**config.mk**
```make
export PLATFORM = sky130hd
export DESIGN_NAME = bta_ctrl
export DESIGN_NICKNAME = d
export VERILOG_FILES = /design/src/sv/bta_pkg.sv /design/src/sv/bta_ctrl.sv
export SDC_FILE = /design/constraint.sdc
export NUM_CORES = 1
export LEC_CHECK = 0
export ABC_AREA = 1
export BUFFER_PORTS_ARGS = -buffer_cell sky130_fd_sc_hd__buf_2
export CAP_MARGIN = 20
export CORE_MARGIN = 4
export CORE_UTILIZATION = 43
export CTS_CLUSTER_DIAMETER = 50
export CTS_CLUSTER_SIZE = 40
export DETAILED_ROUTE_END_ITERATION = 6
export PLACE_DENSITY = 0.77
export SYNTH_ARGS = -nofsm -noshare
export SYNTH_HDL_FRONTEND = slang
export SYNTH_SLANG_ARGS = --single-unit
```
**constraint.sdc**
```tcl
create_clock -name i_clk -period 2.6 [get_ports i_clk]
set_input_delay 0.26 -clock i_clk [delete_from_list [all_inputs] [get_ports i_clk]]
set_output_delay 0.26 -clock i_clk [all_outputs]
set_load 0.05 [all_outputs]
```
**src/sv/bta_pkg.sv**
```systemverilog
package bta_pkg;

    localparam int unsigned POOL_DEPTH = 4096;
    localparam int unsigned ADDR_W     = $clog2(POOL_DEPTH);
    localparam int unsigned LEN_W      = 13;
    localparam int unsigned TAG_W      = LEN_W + 1;
    localparam int unsigned SIZE_W     = 20;
    localparam int unsigned NEED_W     = 19;
    localparam int unsigned IDX_W      = 12;
    localparam int unsigned ST_W       = 2;
    localparam int unsigned MIN_FRAG   = 3;

    typedef enum logic [ST_W-1:0] {
        ST_OK      = 2'd0,
        ST_NOSPACE = 2'd1,
        ST_BADIDX  = 2'd2,
        ST_DOUBLE  = 2'd3
    } t_status;

    typedef enum logic [4:0] {
        S_INIT_H, S_INIT_T, S_IDLE, S_START,
        S_A_RD, S_A_CHK, S_SPL_H, S_SPL_T,
        S_F_RD, S_F_CHK, S_L_RD, S_L_CHK, S_R_RD, S_R_CHK,
        S_MRK_H, S_MRK_T, S_RES
    } t_state;

    typedef enum logic [1:0] {
        RD_POS, RD_LEFT, RD_RIGHT
    } t_rd_sel;

    typedef enum logic [2:0] {
        WR_INIT_H, WR_INIT_T, WR_SPL_H, WR_SPL_T, WR_MRK_H, WR_MRK_T
    } t_wr_sel;

    typedef struct packed {
        logic    ld_req;
        logic    pos_adv;
        t_rd_sel rd_sel;
        logic    wr_en;
        t_wr_sel wr_sel;
        logic    ld_fit;
        logic    ld_found;
        logic    ld_left;
        logic    ld_right;
        logic    st_ld;
        t_status st;
        logic    res_ld;
    } t_cmd;

    typedef struct packed {
        logic kind;
        logic size_zero;
        logic uidx_zero;
        logic pos_end;
        logic len_zero;
        logic tag_free;
        logic fits;
        logic split;
        logic at_head;
        logic head_zero;
        logic left_ok;
        logic right_in;
        logic right_ok;
        logic out_free;
    } t_sts;

endpackage

```
**src/sv/bta_ctrl.sv**
```systemverilog
module bta_ctrl (
    input  logic              i_clk,
    input  logic              i_rst_n,
    input  logic              i_cfg_we,
    input  logic              i_req_valid,
    output logic              o_req_ready,
    input  bta_pkg::t_sts     i_sts,
    output bta_pkg::t_cmd     o_cmd
);

    bta_pkg::t_state r_state, n_state;

    always_ff @(posedge i_clk) begin
        if (!i_rst_n) begin
            r_state <= bta_pkg::S_INIT_H;
        end else if (i_cfg_we) begin
            r_state <= bta_pkg::S_INIT_H;
        end else begin
            r_state <= n_state;
        end
    end

    always_comb begin
        n_state      = r_state;
        o_cmd        = '0;
        o_cmd.rd_sel = bta_pkg::RD_POS;
        o_cmd.wr_sel = bta_pkg::WR_INIT_H;
        o_cmd.st     = bta_pkg::ST_OK;
        o_req_ready  = 1'b0;
        unique case (r_state)
            bta_pkg::S_INIT_H: begin
                o_cmd.wr_en  = 1'b1;
                o_cmd.wr_sel = bta_pkg::WR_INIT_H;
                n_state      = bta_pkg::S_INIT_T;
            end
            bta_pkg::S_INIT_T: begin
                o_cmd.wr_en  = 1'b1;
                o_cmd.wr_sel = bta_pkg::WR_INIT_T;
                n_state      = bta_pkg::S_IDLE;
            end
            bta_pkg::S_IDLE: begin
                o_req_ready  = 1'b1;
                o_cmd.ld_req = i_req_valid;
                if (i_req_valid) n_state = bta_pkg::S_START;
            end
            bta_pkg::S_START: begin
                if (!i_sts.kind) begin
                    if (i_sts.size_zero) begin
                        o_cmd.st_ld = 1'b1;
                        o_cmd.st    = bta_pkg::ST_NOSPACE;
                        n_state     = bta_pkg::S_RES;
                    end else begin
                        n_state = bta_pkg::S_A_RD;
                    end
                end else begin
                    if (i_sts.uidx_zero) begin
                        o_cmd.st_ld = 1'b1;
                        o_cmd.st    = bta_pkg::ST_BADIDX;
                        n_state     = bta_pkg::S_RES;
                    end else begin
                        n_state = bta_pkg::S_F_RD;
                    end
                end
            end
            bta_pkg::S_A_RD: begin
                if (i_sts.pos_end) begin
                    o_cmd.st_ld = 1'b1;
                    o_cmd.st    = bta_pkg::ST_NOSPACE;
                    n_state     = bta_pkg::S_RES;
                end else begin
                    n_state = bta_pkg::S_A_CHK;
                end
            end
            bta_pkg::S_A_CHK: begin
                priority if (i_sts.len_zero) begin
                    o_cmd.st_ld = 1'b1;
                    o_cmd.st    = bta_pkg::ST_NOSPACE;
                    n_state     = bta_pkg::S_RES;
                end else if (i_sts.tag_free && i_sts.fits) begin
                    o_cmd.ld_fit = 1'b1;
                    n_state      = i_sts.split ? bta_pkg::S_SPL_H : bta_pkg::S_MRK_H;
                end else begin
                    o_cmd.pos_adv = 1'b1;
                    n_state       = bta_pkg::S_A_RD;
                end
            end
            bta_pkg::S_SPL_H: begin
                o_cmd.wr_en  = 1'b1;
                o_cmd.wr_sel = bta_pkg::WR_SPL_H;
                n_state      = bta_pkg::S_SPL_T;
            end
            bta_pkg::S_SPL_T: begin
                o_cmd.wr_en  = 1'b1;
                o_cmd.wr_sel = bta_pkg::WR_SPL_T;
                n_state      = bta_pkg::S_MRK_H;
            end
            bta_pkg::S_F_RD: begin
                if (i_sts.pos_end) begin
                    o_cmd.st_ld = 1'b1;
                    o_cmd.st    = bta_pkg::ST_BADIDX;
                    n_state     = bta_pkg::S_RES;
                end else begin
                    n_state = bta_pkg::S_F_CHK;
                end
            end
            bta_pkg::S_F_CHK: begin
                priority if (i_sts.len_zero) begin
                    o_cmd.st_ld = 1'b1;
                    o_cmd.st    = bta_pkg::ST_BADIDX;
                    n_state     = bta_pkg::S_RES;
                end else if (i_sts.at_head && i_sts.tag_free) begin
                    o_cmd.st_ld = 1'b1;
                    o_cmd.st    = bta_pkg::ST_DOUBLE;
                    n_state     = bta_pkg::S_RES;
                end else if (i_sts.at_head) begin
                    o_cmd.ld_found = 1'b1;
                    n_state        = bta_pkg::S_L_RD;
                end else begin
                    o_cmd.pos_adv = 1'b1;
                    n_state       = bta_pkg::S_F_RD;
                end
            end
            bta_pkg::S_L_RD: begin
                o_cmd.rd_sel = bta_pkg::RD_LEFT;
                n_state      = i_sts.head_zero ? bta_pkg::S_R_RD : bta_pkg::S_L_CHK;
            end
            bta_pkg::S_L_CHK: begin
                o_cmd.ld_left = i_sts.left_ok;
                n_state       = bta_pkg::S_R_RD;
            end
            bta_pkg::S_R_RD: begin
                o_cmd.rd_sel = bta_pkg::RD_RIGHT;
                n_state      = i_sts.right_in ? bta_pkg::S_R_CHK : bta_pkg::S_MRK_H;
            end
            bta_pkg::S_R_CHK: begin
                o_cmd.rd_sel   = bta_pkg::RD_RIGHT;
                o_cmd.ld_right = i_sts.right_ok;
                n_state        = bta_pkg::S_MRK_H;
            end
            bta_pkg::S_MRK_H: begin
                o_cmd.wr_en  = 1'b1;
                o_cmd.wr_sel = bta_pkg::WR_MRK_H;
                n_state      = bta_pkg::S_MRK_T;
            end
            bta_pkg::S_MRK_T: begin
                o_cmd.wr_en  = 1'b1;
                o_cmd.wr_sel = bta_pkg::WR_MRK_T;
                o_cmd.st_ld  = 1'b1;
                o_cmd.st     = bta_pkg::ST_OK;
                n_state      = bta_pkg::S_RES;
            end
            bta_pkg::S_RES: begin
                if (i_sts.out_free) begin
                    o_cmd.res_ld = 1'b1;
                    n_state      = bta_pkg::S_IDLE;
                end
            end
            default: n_state = bta_pkg::S_INIT_H;
        endcase
    end

    a_no_write_idle: assert property (@(posedge i_clk) disable iff (!i_rst_n)
        (r_state == bta_pkg::S_IDLE) |-> !o_cmd.wr_en)
        else $error("tag store written while idle");
    a_accept_leaves_idle: assert property (@(posedge i_clk) disable iff (!i_rst_n)
        (o_cmd.ld_req && !i_cfg_we) |=> (r_state == bta_pkg::S_START))
        else $error("accepted word not started");
    a_ready_only_idle: assert property (@(posedge i_clk) disable iff (!i_rst_n)
        o_req_ready |-> !o_cmd.res_ld && !o_cmd.wr_en)
        else $error("ready outside idle");

endmodule

```
# Word-level counts from Yosys, hierarchy flattened
# Index checks and enable logic that the tools add are counted.
# totals
ff_bits	5
in_bits	18
out_inout_bits	17
word_cells	73
# classes
n_eq_ne	18
n_mux	46
bitwise_logic	1
reduce_logical	7
# ops
operator	n
5-bit one-hot mux with 16 select lines	1
5-bit 2-to-1 mux	10
5-bit by 4-bit equality test with 1-bit output (second input constant)	8
3-bit 2-to-1 mux	9
4-bit one-hot mux with 6 select lines	1
5-bit by 3-bit equality test with 1-bit output (second input constant)	4
1-bit 2-to-1 mux	18
3-bit one-hot mux with 6 select lines	1
5-bit by 2-bit equality test with 1-bit output (second input constant)	2
4-bit 2-to-1 mux	2
2-bit OR reduction	3
5-bit by 1-bit equality test with 1-bit output (second input constant)	1
5-bit equality test (second input constant)	1
5-bit zero test	1
2-bit 2-to-1 mux	2
2-bit inequality test (second input constant)	2
2-bit one-hot mux with 2 select lines	1
1-bit logical AND	2
1-bit one-hot mux with 2 select lines	1
2-bit AND reduction	1
1-bit NOT	1

# Depth between registers and ports, before layout
# depth
ltp_word	4
depth_mapped	10
ltp_nobuf	10

# Worst setup path after synthesis
# OpenSTA, ideal clock, no wires.
# synth_timing
path_type	register to output
startpoint	reg r_state[2]
endpoint	out o_cmd[15] (netlist name)
t_arrival_ns	2.179
t_required_ns	2.340
slack_ns	0.161
path_stages_with_launch	5
path_buffers	1
path_cell_list	dfxtp_1 buf_2 nor2_2 inv_1 nor4_1
# synth_rtl
item	line_no	text
start, declared	bta_ctrl.sv:11	bta_pkg::t_state r_state, n_state;
start signal, assigned	bta_ctrl.sv:15	r_state <= bta_pkg::S_INIT_H;
start signal, assigned	bta_ctrl.sv:17	r_state <= bta_pkg::S_INIT_H;
start signal, assigned	bta_ctrl.sv:19	r_state <= n_state;
end, declared	bta_ctrl.sv:8	output bta_pkg::t_cmd o_cmd

==> impl_metrics.yaml <==
status:
  outcome: "finished clean"
layout:
  top_register: "r_state"
  multi_input_area_um2: 500
  area_delta_synth_final_pct: 29.4
  regArea_um2: 100
  biggestRegsByFlops: "r_state x5"
  nets: 192
  nFillCells: 167
  antenna_cells: 0
  layout-drive-gt1-share_pct: 31.2
  final_util_pct: 60.3
  largest_reg_flops: 5
pwr:
  leakagePower_nw: 0.566
  ir_worst_vdd_uv: 188
  p_clk_share_pct: 39.7
  pwr-share-seq_pct: 34.1
  combPwrFrac_pct: 26.3
  p_sw_w: 0.0000811
  intPower_w: 0.000158
  p_per_area_nw_per_um2: 258
  p_sw_share_pct: 33.9
synthesis:
  synth.avg_cell_area_um2: 5.28
  synth_cell_type_count: 24
  synth.top_cell.area_share_pct: 16.2
  synth_warnings: 0
  syn-num-nets: 154
  netlist_area_um2: 718
  synthTopCellsByArea: "nand2_1, dfxtp_1, nor2_1, inv_1, nand3_1"
  synth_top_area_cell: "nand2_1"
  ys_seq_area_share_pct: 13.9
  ys_ff_latch: 5
  syn_inst: 136
cts:
  postCtsResizedCells: 0
  cts_post_setup_buffers_inserted: 0
  cts_root_buffer: "clkbuf_4"
  clk_pin_slew_worst_paths_ns: 0.05
  cts_num_sinks: 5
  postCtsHoldBufs: 0
  cts-buffers-inserted: 3
  htree_levels: 1
  cts_tree: "done"
  clk_latency_ns: 0.25
  cts.path.max_buffers: 2
timing:
  fmax_mhz: 502
  setup_violations: 0
  finalMaxSlewViolations: 0
  rsz0062_at_grt: "no"
  period_minus_slack_ns: 1.99
  timing.setup.tns_ns: 0
  skew_ns: 0.00455
  finalCritPeriodShare_pct: 76.7
  finalHoldViolCount: 0
  slew_headroom_pct: 81.9
  tightest_slew_ns: 0.272
worst_setup_path:
  worstSetupEndpointType: "primary output"
  ff2ff_setup_slack_ns: 1.01
  crit_fanout: 8
  reg2reg_from: "r_state[1]"
  arrival_ns: 1.73
  start_kind: "flip-flop"
  crit_type: "reg2out"
  timing.rr.end: "r_state[3]"
  worstRegToRegCells: 7
  cp.required_ns: 2.34
route:
  drcViolationCount: 0
  wl_per_cell_um: 11.9
  firstDrtPassIters: 4
  viasPerCell: 5.32
  ant_nets: 0
  routed_wl_mm: 2.26
  drt_iter0_drc: 40
  vias: 1005
die:
  coreArea_um2: 1540
  num_io_pins: 35
  fp.dieW_um: 48.9
  initial_core_util_pct: 46.6
  die-height_um: 48.9
  die_area_um2: 2390
  num_rows: 14
flow_run:
  timing.max_cap.violations: 0
grt:
  overflow: 0
  grt_start_max_net_pins: 11
  grt_pass1_wl_mm: 3.58
  grt_pass1_vias: 843
  grtUsageTotal_pct: 18.1
  antenna_found_initial: 0
hold_path:
  hold_class: "in2reg"
  worstHoldEndpoint: "r_state[4]"
  hold_depth: 4
  hp-start: "i_cfg_we"
place:
  gp_congestion: 0.937
  dp_hpwl_mm: 1.88
  io_buffers: 34
==> Yosys cell counts (all sizes together) <==
| cell | number |
|---|---|
| nor4 | 1 |
| nor2 | 26 |
| a21oi | 4 |
| dfxtp | 5 |
| inv | 28 |
| or2 | 1 |
| nor3 | 5 |
| nand2 | 31 |
| nand4 | 6 |
| nor3b | 1 |
| buf | 1 |
| o2111ai | 1 |
| o21ai | 5 |
| nand3b | 2 |
| o32ai | 1 |
| clkinv | 2 |
| nand3 | 16 |
==> metal layers <==
metal	up-vias	track usage, %	wire [µm]
met4	0	7.62	12
met1	441	22.5	973
met5	-	0	0
met2	52	30.4	1080
met3	2	3.06	188
li1	510	-	-
==> through the flow <==
step	hold slack, ns	total power [W]	cells	cell area [µm²]	setup slack (ns)
2_1_floorplan	0.418	0.000121	136	718	0.161
3_3_place_gp	0.507	0.000145	185	903	0.913
3_5_place_dp	0.518	0.000145	185	903	0.871
4_1_cts	0.260	0.000235	189	930	0.616
5_1_grt	0.290	0.000248	189	930	0.413
6_report	0.248	0.000240	189	930	0.607
==> how the worst max path moves through the flow <==
stage | from | to | cells past startpoint
after detailed placement | r_state[2] | o_cmd[3] | 8
after CTS | r_state[2] | o_cmd[3] | 8
final | r_state[2] | o_cmd[3] | 8
after global routing | r_state[2] | o_cmd[3] | 8
after global placement | r_state[4] | o_cmd[3] | 8
after floorplan | r_state[2] | o_cmd[15] | 4
==> power groups by stage <==
stage / sequential, W / combinational [W] / clock (W)
final: 0.0000816 / 0.0000629 / 0.0000950
after floorplan: 0.0000826 / 0.0000389 / 0
after CTS: 0.0000816 / 0.0000624 / 0.0000914
after detailed placement: 0.0000830 / 0.0000622 / 0
after global routing: 0.0000819 / 0.0000694 / 0.0000964
after global placement: 0.0000829 / 0.0000616 / 0
==> critical path, stage by stage (launching register included) <==
cell	delay, ns
dfxtp_1	0.38
nor2_2	0.24
nand2_1	0.14
nor2_2	0.21
o21ai_1	0.10
nand2_1	0.06
inv_1	0.04
nand2_1	0.05
buf_2	0.25
==> placed cells by master (no fill, tap or decap) <==
cell type,instances
a21oi_1,3
a21oi_2,1
buf_2,34
clkbuf_1,1
clkbuf_4,3
clkinv_1,2
dfxtp_1,5
inv_1,20
inv_2,8
nand2_1,31
nand3_1,14
nand3_2,2
nand3b_1,2
nand4_1,6
nor2_1,21
nor2_2,2
nor2_4,3
nor3_1,4
nor3_2,1
nor3b_1,1
nor4_1,1
o2111ai_1,1
o21ai_0,2
o21ai_1,3
o32ai_1,1
or2_1,1
==> final cells by class <==
| type | instances | share of cell area [%] |
|---|---|---|
| Tap cell | 16 | 2.15 |
| Sequential cell | 5 | 10.8 |
| Multi-Input combinational cell | 100 | 53.8 |
| Timing Repair Buffer | 34 | 18.3 |
| Inverter | 30 | 12.1 |
| Clock buffer | 4 | 2.83 |
==> cell families after synthesis <==
| logic type | after synthesis | share of synthesized area, % |
|---|---|---|
| buf+inv | 31 | 16.4 |
| compound gates | 11 | 9.23 |
| flops | 5 | 13.9 |
| simple gates | 89 | 60.5 |
(Power assumes the default switching activity.)
